==> src/rtl/upc_pkg.sv <==
`default_nettype none

package upc_pkg;

  // field widths and results per input item
  localparam int ByteW = 8;
  localparam int NibW  = 4;
  localparam int MaxRes = 3;

  // character codes
  localparam logic [ByteW-1:0] ChPlus    = 8'h2B;
  localparam logic [ByteW-1:0] ChPercent = 8'h25;
  localparam logic [ByteW-1:0] ChSpace   = 8'h20;
  localparam logic [ByteW-1:0] ChMinus   = 8'h2D;
  localparam logic [ByteW-1:0] ChUnder   = 8'h5F;
  localparam logic [ByteW-1:0] ChDot     = 8'h2E;
  localparam logic [ByteW-1:0] ChTilde   = 8'h7E;
  localparam logic [ByteW-1:0] ChUpperA  = 8'h41;
  localparam logic [ByteW-1:0] ChUpperZ  = 8'h5A;
  localparam logic [ByteW-1:0] ChLowerA  = 8'h61;
  localparam logic [ByteW-1:0] ChLowerZ  = 8'h7A;
  localparam logic [ByteW-1:0] ChZero    = 8'h30;
  localparam logic [ByteW-1:0] ChNine    = 8'h39;

  // offsets for hex digit conversion
  localparam logic [ByteW-1:0] HexLetterOfs = 8'd55;
  localparam logic [ByteW-1:0] DigitOfs     = 8'd48;
  localparam logic [ByteW-1:0] LowerOfs     = 8'd87;

  // escape tracking
  typedef enum logic [1:0] {
    PH_NONE = 2'd0,
    PH_HIGH = 2'd1,
    PH_LOW  = 2'd2
  } phase_t;

  // one result beat
  typedef struct packed {
    logic [ByteW-1:0] out_byte;
    logic             run_last;
    logic             message_end;
    logic             escape_cut;
  } res_t;

  // all results of one input item, entry 0 goes out first
  typedef struct packed {
    logic [1:0]             count;
    res_t [MaxRes-1:0]      res;
  } step_t;

  // nibble to uppercase hex character
  function automatic logic [ByteW-1:0] nibble_char(input logic [NibW-1:0] n);
    logic [ByteW-1:0] w;
    w = {{(ByteW-NibW){1'b0}}, n};
    return (n > 4'd9) ? (w + HexLetterOfs) : (w + DigitOfs);
  endfunction

  // character to digit, no validation
  function automatic logic [ByteW-1:0] char_digit(input logic [ByteW-1:0] c);
    logic [ByteW-1:0] d;
    if (c >= ChUpperA && c <= ChUpperZ) begin
      d = c - HexLetterOfs;
    end else if (c >= ChLowerA && c <= ChLowerZ) begin
      d = c - LowerOfs;
    end else begin
      d = c - DigitOfs;
    end
    return d;
  endfunction

  // unreserved characters that pass through encoding
  function automatic logic plain_char(input logic [ByteW-1:0] c);
    return (c >= ChUpperA && c <= ChUpperZ) || (c >= ChLowerA && c <= ChLowerZ) ||
           (c >= ChZero && c <= ChNine) || c == ChMinus || c == ChUnder ||
           c == ChDot || c == ChTilde;
  endfunction

endpackage

`default_nettype wire

==> src/rtl/upc_stream_if.sv <==
`default_nettype none

// input byte channel
interface upc_in_if;
  import upc_pkg::*;
  logic             valid;
  logic             ready;
  logic [ByteW-1:0] in_byte;
  logic             message_last;

  modport source(output valid, output in_byte, output message_last, input ready);
  modport sink(input valid, input in_byte, input message_last, output ready);
endinterface

// result byte channel
interface upc_out_if;
  import upc_pkg::*;
  logic             valid;
  logic             ready;
  logic [ByteW-1:0] out_byte;
  logic             run_last;
  logic             message_end;
  logic             escape_cut;

  modport source(output valid, output out_byte, output run_last, output message_end,
                 output escape_cut, input ready);
  modport sink(input valid, input out_byte, input run_last, input message_end,
               input escape_cut, output ready);
endinterface

`default_nettype wire

==> src/rtl/upc_step.sv <==
`default_nettype none

module upc_step (
  input  wire logic                      clk,
  input  wire logic                      rst,
  input  wire logic                      fire,
  input  wire logic                      decode_mode,
  input  wire logic [upc_pkg::ByteW-1:0] cur_byte,
  input  wire logic                      cur_last,
  output upc_pkg::step_t                 step
);
  import upc_pkg::*;

  phase_t          phase, phase_next;
  logic [NibW-1:0] high_digit, high_digit_next;
  logic [ByteW-1:0] digit;
  logic [ByteW-1:0] joined;
  res_t            cut_res;

  assign digit   = char_digit(cur_byte);
  assign joined  = {high_digit, {NibW{1'b0}}} + digit;
  assign cut_res = '{out_byte: '0, run_last: 1'b1, message_end: 1'b1, escape_cut: 1'b1};

  // results and escape state for the held byte
  always_comb begin
    step            = '0;
    phase_next      = phase;
    high_digit_next = high_digit;
    if (!decode_mode) begin
      phase_next      = PH_NONE;
      high_digit_next = '0;
      if (plain_char(cur_byte)) begin
        step.count  = 2'd1;
        step.res[0] = '{out_byte: cur_byte, run_last: 1'b1, message_end: cur_last,
                        escape_cut: 1'b0};
      end else if (cur_byte == ChSpace) begin
        step.count  = 2'd1;
        step.res[0] = '{out_byte: ChPlus, run_last: 1'b1, message_end: cur_last,
                        escape_cut: 1'b0};
      end else begin
        step.count  = 2'd3;
        step.res[0] = '{out_byte: ChPercent, run_last: 1'b0, message_end: 1'b0,
                        escape_cut: 1'b0};
        step.res[1] = '{out_byte: nibble_char(cur_byte[ByteW-1:NibW]), run_last: 1'b0,
                        message_end: 1'b0, escape_cut: 1'b0};
        step.res[2] = '{out_byte: nibble_char(cur_byte[NibW-1:0]), run_last: 1'b1,
                        message_end: cur_last, escape_cut: 1'b0};
      end
    end else begin
      case (phase)
        PH_HIGH: begin
          if (cur_last) begin
            phase_next      = PH_NONE;
            high_digit_next = '0;
            step.count      = 2'd1;
            step.res[0]     = cut_res;
          end else begin
            high_digit_next = digit[NibW-1:0];
            phase_next      = PH_LOW;
          end
        end
        PH_LOW: begin
          phase_next      = PH_NONE;
          high_digit_next = '0;
          step.count      = 2'd1;
          step.res[0]     = '{out_byte: joined, run_last: 1'b1, message_end: cur_last,
                              escape_cut: 1'b0};
        end
        default: begin
          phase_next = PH_NONE;
          if (cur_byte == ChPercent) begin
            if (cur_last) begin
              high_digit_next = '0;
              step.count      = 2'd1;
              step.res[0]     = cut_res;
            end else begin
              phase_next = PH_HIGH;
            end
          end else if (cur_byte == ChPlus) begin
            step.count  = 2'd1;
            step.res[0] = '{out_byte: ChSpace, run_last: 1'b1, message_end: cur_last,
                            escape_cut: 1'b0};
          end else begin
            step.count  = 2'd1;
            step.res[0] = '{out_byte: cur_byte, run_last: 1'b1, message_end: cur_last,
                            escape_cut: 1'b0};
          end
        end
      endcase
    end
  end

  // escape state advances once per processed byte
  always_ff @(posedge clk) begin
    if (rst) begin
      phase      <= PH_NONE;
      high_digit <= '0;
    end else if (fire) begin
      phase      <= phase_next;
      high_digit <= high_digit_next;
    end
  end

endmodule

`default_nettype wire

==> src/rtl/upc_outbuf.sv <==
`default_nettype none

module upc_outbuf (
  input  wire logic   clk,
  input  wire logic   rst,
  input  wire logic   load,
  input  wire upc_pkg::step_t step,
  output logic        can_load,
  upc_out_if.source   out
);
  import upc_pkg::*;

  res_t [MaxRes-1:0] slots;
  logic [1:0]        cnt;
  logic              pop;

  assign pop      = out.valid && out.ready;
  assign can_load = (cnt == 2'd0) || (cnt == 2'd1 && out.ready);

  // head slot drives the result channel
  assign out.valid       = (cnt != 2'd0);
  assign out.out_byte    = slots[0].out_byte;
  assign out.run_last    = slots[0].run_last;
  assign out.message_end = slots[0].message_end;
  assign out.escape_cut  = slots[0].escape_cut;

  // fill count
  always_ff @(posedge clk) begin
    if (rst) begin
      cnt <= 2'd0;
    end else if (load) begin
      cnt <= step.count;
    end else if (pop) begin
      cnt <= cnt - 2'd1;
    end
  end

  // result slots, shift toward the head on each beat
  always_ff @(posedge clk) begin
    if (load) begin
      slots <= step.res;
    end else if (pop) begin
      slots[0] <= slots[1];
      slots[1] <= slots[2];
    end
  end

endmodule

`default_nettype wire

==> src/rtl/url_percent_codec_unit.sv <==
`default_nettype none

// URL percent codec (form-urlencoded flavor) on a byte stream. cfg_wr_en with
// cfg_wr_data selects encode (0) or decode (1); change it only between messages
// while the block is idle. An input beat is registered, then the codec logic
// turns it into zero to three result bytes held in a small result buffer that
// drives the output one beat per cycle while out.ready is high. Encoding an
// escaped byte yields three result bytes, every other byte yields one; a decode
// '%' or high hex character yields nothing. An input byte moves on into the
// buffer only when it is empty or its last result leaves. Decoding does not
// check hex characters; a message that ends inside an escape yields one result
// with escape_cut set and out_byte 0.
module url_percent_codec_unit (
  input  wire logic                      clk,
  input  wire logic                      rst,
  input  wire logic                      cfg_wr_en,
  input  wire logic                      cfg_wr_data,
  upc_in_if.sink                         in,
  upc_out_if.source                      out
);
  import upc_pkg::*;

  logic             decode_mode;
  logic             hold_valid;
  logic [ByteW-1:0] hold_byte;
  logic             hold_last;
  logic             can_load;
  logic             xfer;
  logic             in_fire;
  step_t            step;

  assign xfer     = hold_valid && can_load;
  assign in.ready = !hold_valid || can_load;
  assign in_fire  = in.valid && in.ready;

  // mode register
  always_ff @(posedge clk) begin
    if (rst) begin
      decode_mode <= 1'b0;
    end else if (cfg_wr_en) begin
      decode_mode <= cfg_wr_data;
    end
  end

  // input register
  always_ff @(posedge clk) begin
    if (rst) begin
      hold_valid <= 1'b0;
    end else if (in_fire) begin
      hold_valid <= 1'b1;
    end else if (xfer) begin
      hold_valid <= 1'b0;
    end
  end

  always_ff @(posedge clk) begin
    if (in_fire) begin
      hold_byte <= in.in_byte;
      hold_last <= in.message_last;
    end
  end

  upc_step u_step (
    .clk         (clk),
    .rst         (rst),
    .fire        (xfer),
    .decode_mode (decode_mode),
    .cur_byte    (hold_byte),
    .cur_last    (hold_last),
    .step        (step)
  );

  upc_outbuf u_outbuf (
    .clk      (clk),
    .rst      (rst),
    .load     (xfer),
    .step     (step),
    .can_load (can_load),
    .out      (out)
  );

endmodule

`default_nettype wire

==> src/flat_wrapper.sv <==
// flat-port wrapper written by rule: the top's interface ports become plain ports
module url_percent_codec_unit_flat import upc_pkg::*;
  (clk, rst, cfg_wr_en, cfg_wr_data, in_valid, in_in_byte, in_message_last, in_ready, out_valid, out_out_byte, out_run_last, out_message_end, out_escape_cut, out_ready);
  upc_in_if in_i ();
  upc_out_if out_i ();
  input  wire logic clk;
  input  wire logic rst;
  input  wire logic cfg_wr_en;
  input  wire logic cfg_wr_data;
  input wire logic [$bits(in_i.valid)-1:0] in_valid;
  input wire logic [$bits(in_i.in_byte)-1:0] in_in_byte;
  input wire logic [$bits(in_i.message_last)-1:0] in_message_last;
  output wire logic [$bits(in_i.ready)-1:0] in_ready;
  output wire logic [$bits(out_i.valid)-1:0] out_valid;
  output wire logic [$bits(out_i.out_byte)-1:0] out_out_byte;
  output wire logic [$bits(out_i.run_last)-1:0] out_run_last;
  output wire logic [$bits(out_i.message_end)-1:0] out_message_end;
  output wire logic [$bits(out_i.escape_cut)-1:0] out_escape_cut;
  input wire logic [$bits(out_i.ready)-1:0] out_ready;
  assign in_i.valid = in_valid;
  assign in_i.in_byte = in_in_byte;
  assign in_i.message_last = in_message_last;
  assign in_ready = in_i.ready;
  assign out_valid = out_i.valid;
  assign out_out_byte = out_i.out_byte;
  assign out_run_last = out_i.run_last;
  assign out_message_end = out_i.message_end;
  assign out_escape_cut = out_i.escape_cut;
  assign out_i.ready = out_ready;
  url_percent_codec_unit u_core (.clk(clk), .rst(rst), .cfg_wr_en(cfg_wr_en), .cfg_wr_data(cfg_wr_data), .in(in_i), .out(out_i));
endmodule
==> config.mk <==
export PLATFORM = sky130hd
export DESIGN_NAME = url_percent_codec_unit_flat
export DESIGN_NICKNAME = d
export VERILOG_FILES = /design/src/rtl/upc_pkg.sv /design/src/rtl/upc_stream_if.sv /design/src/rtl/upc_step.sv /design/src/rtl/upc_outbuf.sv /design/src/rtl/url_percent_codec_unit.sv /design/src/flat_wrapper.sv
export SDC_FILE = /design/constraint.sdc
export NUM_CORES = 1
export LEC_CHECK = 0
export BUFFER_PORTS_ARGS = -buffer_cell sky130_fd_sc_hd__buf_2
export CORE_MARGIN = 2
export CORE_UTILIZATION = 50
export CTS_BUF_LIST = sky130_fd_sc_hd__clkbuf_2 sky130_fd_sc_hd__clkbuf_4 sky130_fd_sc_hd__clkbuf_8
export DETAILED_ROUTE_END_ITERATION = 10
export GPL_TIMING_DRIVEN = 0
export PLACE_DENSITY = 0.72
export REMOVE_ABC_BUFFERS = 1
export SETUP_SLACK_MARGIN = 0.5
export SLEW_MARGIN = 30
export SYNTH_ARGS = -nofsm -noshare
export SYNTH_HDL_FRONTEND = slang
export SYNTH_SLANG_ARGS = --single-unit
==> constraint.sdc <==
create_clock -name clk -period 4.22 [get_ports clk]
set_clock_uncertainty 0.1 [all_clocks]
set_input_delay 0.844 -clock clk [delete_from_list [all_inputs] [get_ports clk]]
set_output_delay 0.844 -clock clk [all_outputs]
set_load 0.05 [all_outputs]
# After elaboration in Yosys (flattened, before gate mapping)
# Index checks and enable logic that the tools add are counted.
[word_totals]
elab_cells = 107
regBits = 51
out_inout_bits = 13
[op_classes]
order_cmp = 8
reduce_logical = 23
addsub = 9
n_eq_ne = 12
mux = 36
[op_table]
columns = ["operator", "count"]
rows = [
  ["2-to-1 mux 11 bit", 6],
  ["2-to-1 mux 22 bit", 2],
  ["== test 8 x 6 -> 1 bit, second input constant", 5],
  ["adder 4 x 6 -> 7 bit, second input constant", 4],
  ["one-hot mux 11 bit (2 select lines)", 1],
  ["2-to-1 mux 7 bit", 3],
  ["== test 8 x 7 -> 1 bit, second input constant", 2],
  [">= comparator 8 x 7 -> 1 bit, second input constant", 2],
  ["less-or-equal comparator 8 x 7 -> 1 bit, second input constant", 2],
  ["2-to-1 mux 2 bit", 8],
  ["2-to-1 mux 4 bit", 4],
  ["2-to-1 mux 8 bit", 2],
  ["subtractor 8 x 6 -> 8 bit, second input constant", 2],
  ["2-to-1 mux 14 bit", 1],
  ["adder 8 bit", 1],
  [">= comparator 8 x 6 -> 1 bit, second input constant", 1],
  ["> comparator 4 bit, second input constant", 2],
  ["less-or-equal comparator 8 x 6 -> 1 bit, second input constant", 1],
  ["logical OR 1 bit", 8],
  ["!= test 4 bit, second input constant", 2],
  ["one-hot mux 2 bit (2 select lines)", 2],
  ["one-hot mux 4 bit (2 select lines)", 1],
  ["subtractor 8 x 7 -> 8 bit, second input constant", 1],
  ["logical AND 1 bit", 7],
  ["11 further kinds", 18],
]

# Logic depth before layout (Yosys ltp)
# Gate-level depths: netlist (run 1).
[logic_depth]
depth_word = 11
depth_mapped = 16
mapped_depth_nobuf = 15

# Hierarchy
# From an unflattened synthesis (run 1), not the netlist that was laid out.
[hier_totals]
cells_unflattened = 324
area_unflattened_um2 = 3460.8
[modules_own_cells]
columns = ["mod", "seq_area_each_um2", "n_inst", "cells_per_inst", "area_each_um2"]
rows = [
  ["upc_outbuf", 1031.0, 1, 85, 1556.5],
  ["upc_step", 120.1, 1, 221, 1537.7],
  ["url_percent_codec_unit", 310.3, 1, 18, 366.6],
]

# Worst setup path before layout (run 1)
# OpenSTA, ideal clock, no wires.
[synth_path]
path_type = "register to register"
start = "reg u_core.hold_byte[0]"
end = "reg u_core.u_outbuf.slots (netlist bit u_core.u_outbuf.out.out_byte[7]), data pin"
arrival_ps = 3697
stages_incl_launch_ff = 15
period_less_slack_ps = 3957
setup_time_ps = 160
path_slack_ps = 263
cell_sequence = "edfxtp_1 inv_1 ha_1 or4b_1 o21a_1 o21a_1 clkbuf_1 mux2i_1 a32oi_1 xor2_1 ha_1 a21oi_1 xnor2_1 or4b_2 a41oi_1"
[synth_between]
elab_chain_cells = 11
word_cells_on_any_way = 33
[synth_rtl]
columns = ["item", "line", "rtl"]
rows = [
  ["start: declaration", "url_percent_codec_unit.sv:25", "logic [ByteW-1:0] hold_byte;"],
  ["start signal: assignment", "url_percent_codec_unit.sv:58", "hold_byte <= in.in_byte;"],
  ["parallel branches: the longest is 9 deep, another holds >= comparator 8 x 7 -> 1 bit", "n/a", ""],
  ["2-to-1 mux 11 bit *", "upc_step.sv:29", "if (!decode_mode) begin"],
  ["2-to-1 mux 22 bit *", "upc_outbuf.sv:40", "if (load) begin"],
  ["end signal: assignment", "upc_outbuf.sv:41", "slots <= step.res;"],
  ["end: declaration", "upc_outbuf.sv:13", "res_t [MaxRes-1:0] slots;"],
]
# Mark *: on every way between the ends.
# A chain may end at the register's enable or synchronous reset.

# Worst setup path in the final report (run 1)
# Same ends and word-level chain as after synthesis.

==> parameters.txt, run 1 <==
Parameter                              Value

Floorplanning
  Boundary Pins ... 28
  Die Footprint ... 6890 um^2
  Core area ... 5990 um^2
  Number of cell rows ... 28
  Die Ht ... 83.0 um
  Horiz. Die Dim ... 83.0 um
  Effective utilization at floorplan ... 52.1%

Critical path
  Critical path capture point type ... register
  Worst-path cell with the longest stage delay ... sky130_fd_sc_hd__edfxtp_1
  Critical path's top delay family ... compound AO/OA/AOI/OAI gates
  Worst Path Buf+Inv ... 1
  Peak per-stage delay on the critical path ... 0.52 ns
  Worst EP required ... 4.26 ns
  Cells along the critical path ... inv_2 > ha_4 > or4b_4 > o21a_4 > o21a_4 > mux2i_1 > a32oi_2 > xor2_1 > ha_1 > a21oi_2 > xnor2_2 > or4b_4 > a41oi_2
  Type of the setup path with the least slack ... register to register
  Worst-path maximum fanout ... 4
  Arrival time worst endpoint ... 3.89 ns
  Category of the worst setup path launch point ... register

Timing
  Min cycle time layout ... 3.86 ns
  Post-route worst setup slack ... 0.362 ns
  Max Transition Viols Final ... 0
  Max Clock Freq ... 0.259 GHz
  Headroom to the max-slew limit ... 45.6%
  Count of endpoints failing hold in the final timing report ... 0
  Transition time at the pin with the least slew margin ... 0.815 ns
  Final worst-path cycle share ... 91.4%
  Count of endpoints failing setup in the final report ... 0
  RSZ-0062 raised after global routing ... yes

Synth
  EDFF count, synth ... 38
  Leading area contributor after synthesis ... sky130_fd_sc_hd__edfxtp_1
  Number of warnings printed during yosys synthesis ... 0
  Proportion of synthesized flip-flops having asynchronous set or reset ... 0%
  Fraction of the yosys area taken by sequential cells ... 42.9%
  Flip-flop cell with the highest count after synthesis ... sky130_fd_sc_hd__edfxtp_1
  Yosys cell types ... 66
  Number of register bits inferred by synthesis ... 48
  Most common cell in the netlist ... sky130_fd_sc_hd__edfxtp_1
  Ranking of synthesized cells by instance count ... sky130_fd_sc_hd__edfxtp_1 (38), sky130_fd_sc_hd__nand2_1 (30), sky130_fd_sc_hd__nor2_1 (28), sky130_fd_sc_hd__a21oi_1 (21), sky130_fd_sc_hd__inv_1 (20)
  Post-synthesis instance area ... 3120 um^2
  Top cell type's share of synthesized area ... 36.5%
  Cell types with the largest area share after synthesis ... sky130_fd_sc_hd__edfxtp_1 (37%), sky130_fd_sc_hd__dfxtp_1 (6.4%), sky130_fd_sc_hd__ha_1 (6.0%), sky130_fd_sc_hd__nand2_1 (3.6%), sky130_fd_sc_hd__a21oi_1 (3.4%)
  Average instance area after synthesis ... 9.58 um^2
  Synth Instances ... 326

Run status
  Result of the run ... complete, no violations

Detailed routing
  Final wirelength ... 7.82 mm
  Via count normalized by instance count ... 6.00
  Number of nets with antenna violations after detailed routing ... 0
  Total number of vias ... 2617
  1st-iter DRT viols ... 265
  DRC violations left ... 0
  First drt pass iteration count ... 5
  Detailed-route wire length per cell ... 17.9 um

Placement
  Worst Setup Slack post-DPL ... -0.391 ns
  Gpl congestion ... 0.934
  Total of buffers placed on input and output ports ... 27
  Post-DP HPWL ... 4.97 mm

Clock tree
  Maximum buffer depth of the clock tree ... 2
  Clock tree from TritonCTS ... yes
  Source-to-sink clock delay at the later pin of the worst-skew pair ... 0.31 ns
  Clk root buf ... sky130_fd_sc_hd__clkbuf_8
  Clock transition at the registers of the reported paths ... 0.09 ns
  Clock net sink count ... 48
  H-tree levels ... 2
  Total CTS buffers ... 5

GRT
  GR Overflow Total ... 0
  GRT Util Overall ... 21.9%
  Global-route wire length before repair ... 12.1 mm
  Vias in the first global route ... 2471
  Number of antenna violations at the first check in global routing ... 0
  Largest net degree at the start of global routing ... 30

Power and ir drop
  Power consumption ... 1.45 mW
  Maximum vdd drop ... 0.000216 V
  Static leakage ... 1.40 nW
  Pwr per Cell Area ... 403 nW/um^2

Cells and area
  Layout Nets ... 391
  Register area ... 1340 um^2
  Fillers ... 507
  Total area of multi-input combinational cells ... 1660 um^2
  Fraction of final layout cells sized beyond drive strength 1 ... 24.4%
  Antenna Cells ... 0
  Relative area change from synthesis to final layout ... 14.9%

Min path
  Path category of the worst min-delay check ... register to register

Flow run
  Number of maximum-capacitance constraint violations ... 0
[placed cells by master (no fill, tap or decap), types with 5 or more instances in the layout]
master and n:
sky130_fd_sc_hd__nand3_1 5, sky130_fd_sc_hd__o31ai_1 6, sky130_fd_sc_hd__nor2b_1 7, sky130_fd_sc_hd__inv_1 18, sky130_fd_sc_hd__dfxtp_1 10, sky130_fd_sc_hd__nor2_1 28
sky130_fd_sc_hd__buf_4 25, sky130_fd_sc_hd__ha_1 13, sky130_fd_sc_hd__nor3_1 6, sky130_fd_sc_hd__a21oi_1 19, sky130_fd_sc_hd__buf_2 27, sky130_fd_sc_hd__o21ai_0 14
sky130_fd_sc_hd__edfxtp_1 38, sky130_fd_sc_hd__a211oi_1 5, sky130_fd_sc_hd__nand2_1 30, sky130_fd_sc_hd__clkbuf_8 5, sky130_fd_sc_hd__mux2i_1 6, sky130_fd_sc_hd__xnor2_1 5
[sequential cells by signal (all words and copies together), names as in the netlist]
name                             flops
u_core.u_outbuf.slots               18
u_core.hold_byte                     8
u_core.u_outbuf.out.out_byte         8
u_core.u_step.high_digit             4
u_core.u_outbuf.cnt                  2
u_core.u_step.phase                  2
u_core.decode_mode                   1
u_core.hold_last                     1
u_core.hold_valid                    1
u_core.u_outbuf.out.escape_cut       1
u_core.u_outbuf.out.message_end      1
u_core.u_outbuf.out.run_last         1
[final cells by class]
| type | instances | share of cell area, % |
|---|---|---|
| Clock buffer | 6 | 2.13 |
| Clock inverter | 2 | 0.349 |
| Timing Repair Buffer | 53 | 9.31 |
| Inverter | 20 | 2.09 |
| Tap cell | 75 | 2.62 |
| Sequential cell | 48 | 37.4 |
| Multi-Input combinational cell | 232 | 46.1 |
[tightest hold or removal path, stage by stage, from the launching register on]
cell and delay (ns):
sky130_fd_sc_hd__dfxtp_1 0.33, sky130_fd_sc_hd__nand2_1 0.06, sky130_fd_sc_hd__a21oi_1 0.06
[final timing paths]
kind                                            startpoint                                       endpoint  slack [ns]  cells after the start
setup / recovery             u_core.hold_byte[0]$_DFFE_PP_  u_core.u_outbuf.out.out_byte[7]$_SDFFCE_PN0P_        0.36                     13
hold / removal    u_core.u_step.high_digit[1]$_SDFFE_PP0P_       u_core.u_step.high_digit[1]$_SDFFE_PP0P_        0.40                      2
setup reg to reg             u_core.hold_byte[0]$_DFFE_PP_  u_core.u_outbuf.out.out_byte[7]$_SDFFCE_PN0P_        0.36                     13
hold reg to reg   u_core.u_step.high_digit[1]$_SDFFE_PP0P_       u_core.u_step.high_digit[1]$_SDFFE_PP0P_        0.40                      2
[routing by layer]
metal	GRT usage, %	part of all wire (%)	vias up
met5	0	0	-
met4	8.49	2.8	0
met3	3.08	6.1	22
met2	34.0	46	114
met1	31.0	45	1229
li1	-	-	1252
[logic make-up after synthesis]
| family | count (synthesis) | synth area share, % |
|---|---|---|
| AOI/OAI and AO/OA | 91 | 20.8 |
| and+or+nand+nor | 109 | 17.7 |
| DFF | 48 | 42.9 |
| adders and majority gates | 16 | 6.65 |
| muxes | 7 | 2.28 |
| buffers and inverters | 46 | 7.01 |
| xor gates and xnor gates | 9 | 2.52 |
[per-stage QoR]
| stage | instance area [um^2] | util (%) | std cells | hold WS, ns | TNS (ns) |
|---|---|---|---|---|---|
| global placement | 3210 | 53.6 | 402 | 0.365 | -0.344 |
| floorplan | 2980 | - | 300 | 0.343 | 0 |
| detailed placement | 3210 | 53.6 | 402 | 0.373 | -0.391 |
| finish | 3590 | 59.9 | 436 | 0.400 | 0 |
| global route | 3590 | 59.9 | 436 | 0.433 | 0 |
| CTS | 3450 | 57.7 | 423 | 0.397 | 0 |
[timing repair]
| item | CTS | global route |
|---|---|---|
| hold buffers | 0 | 0 |
| gates resized for setup | 14 | 7 |
| pin swaps | 9 | 9 |
| setup buffers | 13 | 13 |
| hold endpoints to repair | 0 | 0 |
| gates cloned | 0 | 0 |
| setup endpoints to repair | 3 | 3 |
[power breakdown]
part / switching, mW / leakage (nW) / internal (mW) / total (mW)
Clock: 0.159 / 0.0462 / 0.123 / 0.282
Combinational: 0.348 / 0.903 / 0.172 / 0.520
Sequential: 0.0345 / 0.448 / 0.610 / 0.644
(Power assumes the default switching activity.)
==> run 2, diff against run 1 <==
Settings changed: ABC_AREA set to 1, PLACE_DENSITY 0.72 to 0.71.
==> run 2 against run 1 <==
Against the previous run: flip-flop and latch count unchanged; routed wire length decreased by 0.98%; via count increased by 9.0%; critical path type unchanged; largest cell class unchanged; highest routed layer unchanged.
==> parameters.txt, run 2 <==
Parameter                              Value

Critical path
  Critical path capture point type ... register
  Arrival time worst endpoint ... 3.47 ns
  Type of the setup path with the least slack ... register to register
  Worst-path maximum fanout ... 13
  Startpoint of the lowest-slack register-to-register path ... u_core.hold_byte[2]$_DFFE_PP_
  Start point of the critical path ... u_core.hold_byte[2]$_DFFE_PP_
  Worst EP required ... 4.30 ns
  Category of the worst setup path launch point ... register

Synth
  Arithmetic-cell share of the synthesized area counting full adders, half adders and majority gates ... 6.45%
  Proportion of synthesized flip-flops having asynchronous set or reset ... 0%
  Cell types with the largest area share after synthesis ... sky130_fd_sc_hd__edfxtp_1 (35%), sky130_fd_sc_hd__nand2_1 (13%), sky130_fd_sc_hd__nand3_1 (6.8%), sky130_fd_sc_hd__inv_1 (6.5%), sky130_fd_sc_hd__dfxtp_1 (6.2%)
  Mux share of post-synthesis cell area ... 0%
  Flip-flop cell with the highest count after synthesis ... sky130_fd_sc_hd__edfxtp_1
  Synth Instances ... 420
  Leading area contributor after synthesis ... sky130_fd_sc_hd__edfxtp_1
  Number of warnings printed during yosys synthesis ... 0
  Largest family of logic cells by synthesized area ... simple AND/OR/NAND/NOR gates
  Yosys cell types ... 39
  XOR/XNOR share of the synthesized area ... 1.36%
  Average instance area after synthesis ... 7.66 um^2
  Most common cell in the netlist ... sky130_fd_sc_hd__nand2_1
  Number of register bits inferred by synthesis ... 48
  Share of the synthesized area in compound gates (AO/OA/AOI/OAI) ... 9.68%
  Post-synthesis instance area ... 3220 um^2
  Top cell type's share of synthesized area ... 35.5%
  Post-Synth Simple-Gate Area ... 29.6%
  EDFF count, synth ... 38
  Ranking of synthesized cells by instance count ... sky130_fd_sc_hd__nand2_1 (109), sky130_fd_sc_hd__inv_1 (56), sky130_fd_sc_hd__nand3_1 (44), sky130_fd_sc_hd__edfxtp_1 (38), sky130_fd_sc_hd__nor2_1 (36)
  Fraction of the yosys area taken by sequential cells ... 41.7%

Cells and area
  Top library cells by usage in the layout, fill and taps aside ... sky130_fd_sc_hd__nand2_1 (109), sky130_fd_sc_hd__inv_1 (52), sky130_fd_sc_hd__nand3_1 (43), sky130_fd_sc_hd__edfxtp_1 (38), sky130_fd_sc_hd__nor2_1 (34)
  Relative area change from synthesis to final layout ... 12.7%
  Final instance count without filler cells ... 529
  Layout Nets ... 482
  Number of flip-flops in the largest register ... 18
  Leading cell type in the layout, fill and taps excluded ... sky130_fd_sc_hd__nand2_1
  Final std cell area, no fill ... 3630 um^2
  Fraction of final layout cells sized beyond drive strength 1 ... 18.1%
  Antenna Cells ... 0
  Reg with most FFs ... u_core.u_outbuf.slots

GRT
  Largest net degree at the start of global routing ... 30
  Global-route wire length before repair ... 12.2 mm
  GRT Util Overall ... 21.8%
  Number of antenna violations at the first check in global routing ... 0
  Vias in the first global route ... 2572
  GR Overflow Total ... 0

Placement
  Total of buffers placed on input and output ports ... 27
  Post-DP HPWL ... 5.40 mm
  Gpl congestion ... 0.909
  Placed cell count ... 503
  Post-detailed-placement cell area ... 3330 um^2

Floorplanning
  Horiz. Die Dim ... 84.2 um
  Number of cell rows ... 29
  Core area ... 6280 um^2
  Boundary Pins ... 28
  Effective utilization at floorplan ... 51.3%
  Die Footprint ... 7090 um^2
  Die Ht ... 84.2 um

Timing
  Max Clock Freq ... 0.295 GHz
  RSZ-0062 raised after global routing ... no
  Max Transition Viols Final ... 0
  Count of endpoints failing setup in the final report ... 0
  Final worst-path cycle share ... 80.3%
  Headroom to the max-slew limit ... 41.3%
  Sum of negative setup slack ... 0 ns
  Min cycle time layout ... 3.39 ns
  Count of endpoints failing hold in the final timing report ... 0
  Transition time at the pin with the least slew margin ... 0.878 ns
  Final-layout worst hold slack ... 0.378 ns

Run status
  Result of the run ... complete, no violations

Detailed routing
  DRC violations left ... 0
  Detailed-route wire length per cell ... 14.6 um
  1st-iter DRT viols ... 208
  First drt pass iteration count ... 5
  Total number of vias ... 2853
  Via count normalized by instance count ... 5.39
  Number of nets with antenna violations after detailed routing ... 0
  Final wirelength ... 7.74 mm

Power and ir drop
  Static leakage ... 1.67 nW
  Maximum vdd drop ... 0.000428 V
  Pwr per Cell Area ... 507 nW/um^2

Clock tree
  Total CTS buffers ... 5
  Clock tree from TritonCTS ... yes
  Maximum buffer depth of the clock tree ... 2
  Clock transition at the registers of the reported paths ... 0.09 ns
  H-tree levels ... 2
  Source-to-sink clock delay at the later pin of the worst-skew pair ... 0.31 ns
  Clock net sink count ... 48
  Clk root buf ... sky130_fd_sc_hd__clkbuf_8

Min path
  Path category of the worst min-delay check ... register to register
  HP Start ... u_core.u_step.high_digit[2]$_SDFFE_PP0P_

Flow run
  Number of maximum-capacitance constraint violations ... 0
run 2: cell types whose count changed after synthesis, moves of 7 or more:
cell,delta
sky130_fd_sc_hd__nor2_1,+8
sky130_fd_sc_hd__nand2_1,+79
sky130_fd_sc_hd__inv_1,+36
sky130_fd_sc_hd__nand3_1,+39
sky130_fd_sc_hd__nand2_2,+7
sky130_fd_sc_hd__nor2b_1,-7
sky130_fd_sc_hd__clkbuf_1,-8
run 2: worst max-delay path, cell delays in order, from the launching register on:
cell                       delay (ns)
sky130_fd_sc_hd__edfxtp_1        0.69
sky130_fd_sc_hd__inv_1           0.22
sky130_fd_sc_hd__nand2_1         0.14
sky130_fd_sc_hd__inv_1           0.07
sky130_fd_sc_hd__nand3_1         0.08
sky130_fd_sc_hd__nand2_1         0.10
sky130_fd_sc_hd__nand2_4         0.17
sky130_fd_sc_hd__nand2_8         0.09
sky130_fd_sc_hd__nand2_1         0.10
sky130_fd_sc_hd__nand3_1         0.07
sky130_fd_sc_hd__o21ai_0         0.08
sky130_fd_sc_hd__nor2_1          0.05
sky130_fd_sc_hd__nor2_1          0.11
sky130_fd_sc_hd__ha_1            0.26
sky130_fd_sc_hd__a21oi_1         0.15
sky130_fd_sc_hd__nand2_1         0.07
sky130_fd_sc_hd__or2_2           0.27
sky130_fd_sc_hd__nand2_1         0.08
sky130_fd_sc_hd__inv_1           0.04
sky130_fd_sc_hd__nand4_1         0.08
sky130_fd_sc_hd__nand3_1         0.11
sky130_fd_sc_hd__a21oi_2         0.14
run 2: logic make-up after synthesis:
kind of cell / count (synthesis)
buffers and inverters: 81
AO/OA/AOI/OAI: 57
flip-flops: 48
adder cells (fa/ha/maj): 16
XOR/XNOR: 5
AND/OR/NAND/NOR: 213
run 2: final timing paths:
path / to / slack [ns] / depth (start not counted)
setup / recovery: u_core.u_outbuf.out.out_byte[7]$_SDFFCE_PN0P_ / 0.83 / 21
hold / removal: u_core.u_step.high_digit[2]$_SDFFE_PP0P_ / 0.38 / 2
setup reg to reg: u_core.u_outbuf.out.out_byte[7]$_SDFFCE_PN0P_ / 0.83 / 21
hold reg to reg: u_core.u_step.high_digit[2]$_SDFFE_PP0P_ / 0.38 / 2
run 2: metrics by stage:
step / util, % / setup WS (ns) / total power [mW]
2_1_floorplan: - / 0.818 / 1.27
4_1_cts: 55.3 / 0.511 / 1.81
3_3_place_gp: 52.9 / -0.272 / 1.44
3_5_place_dp: 53.0 / 0.447 / 1.45
6_report: 57.8 / 0.831 / 1.84
5_1_grt: 57.8 / 0.470 / 1.94
run 2: where the power goes:
group          switching, mW  internal, mW  total, mW
Sequential            0.0531         0.682      0.735
Combinational          0.549         0.198      0.746
Clock                  0.163         0.194      0.356
run 2: cell type report:
type / instances / area (um^2)
clock buffer: 6 / 82.6
timing repair buffer: 45 / 274
tap: 77 / 96.3
multi-input combinational: 291 / 1560
sequential: 48 / 1340
fill: 570 / 2650
clock inverter: 2 / 38.8
inverter: 60 / 233
run 2: metal layers:
layer	track usage (%)	vias up	part of all wire, %
met5	0	-	0
met4	10.1	0	2.4
met3	3.93	14	7.0
met2	33.8	122	47
met1	29.7	1285	44
li1	-	1432	-
run 2: repair_timing:
item	CTS	global route
endpoints found under the setup margin	1	3
resized for setup	1	15
pin swaps	0	1
setup buffers	3	15
endpoints found under the hold margin	0	0
hold buffers	0	0
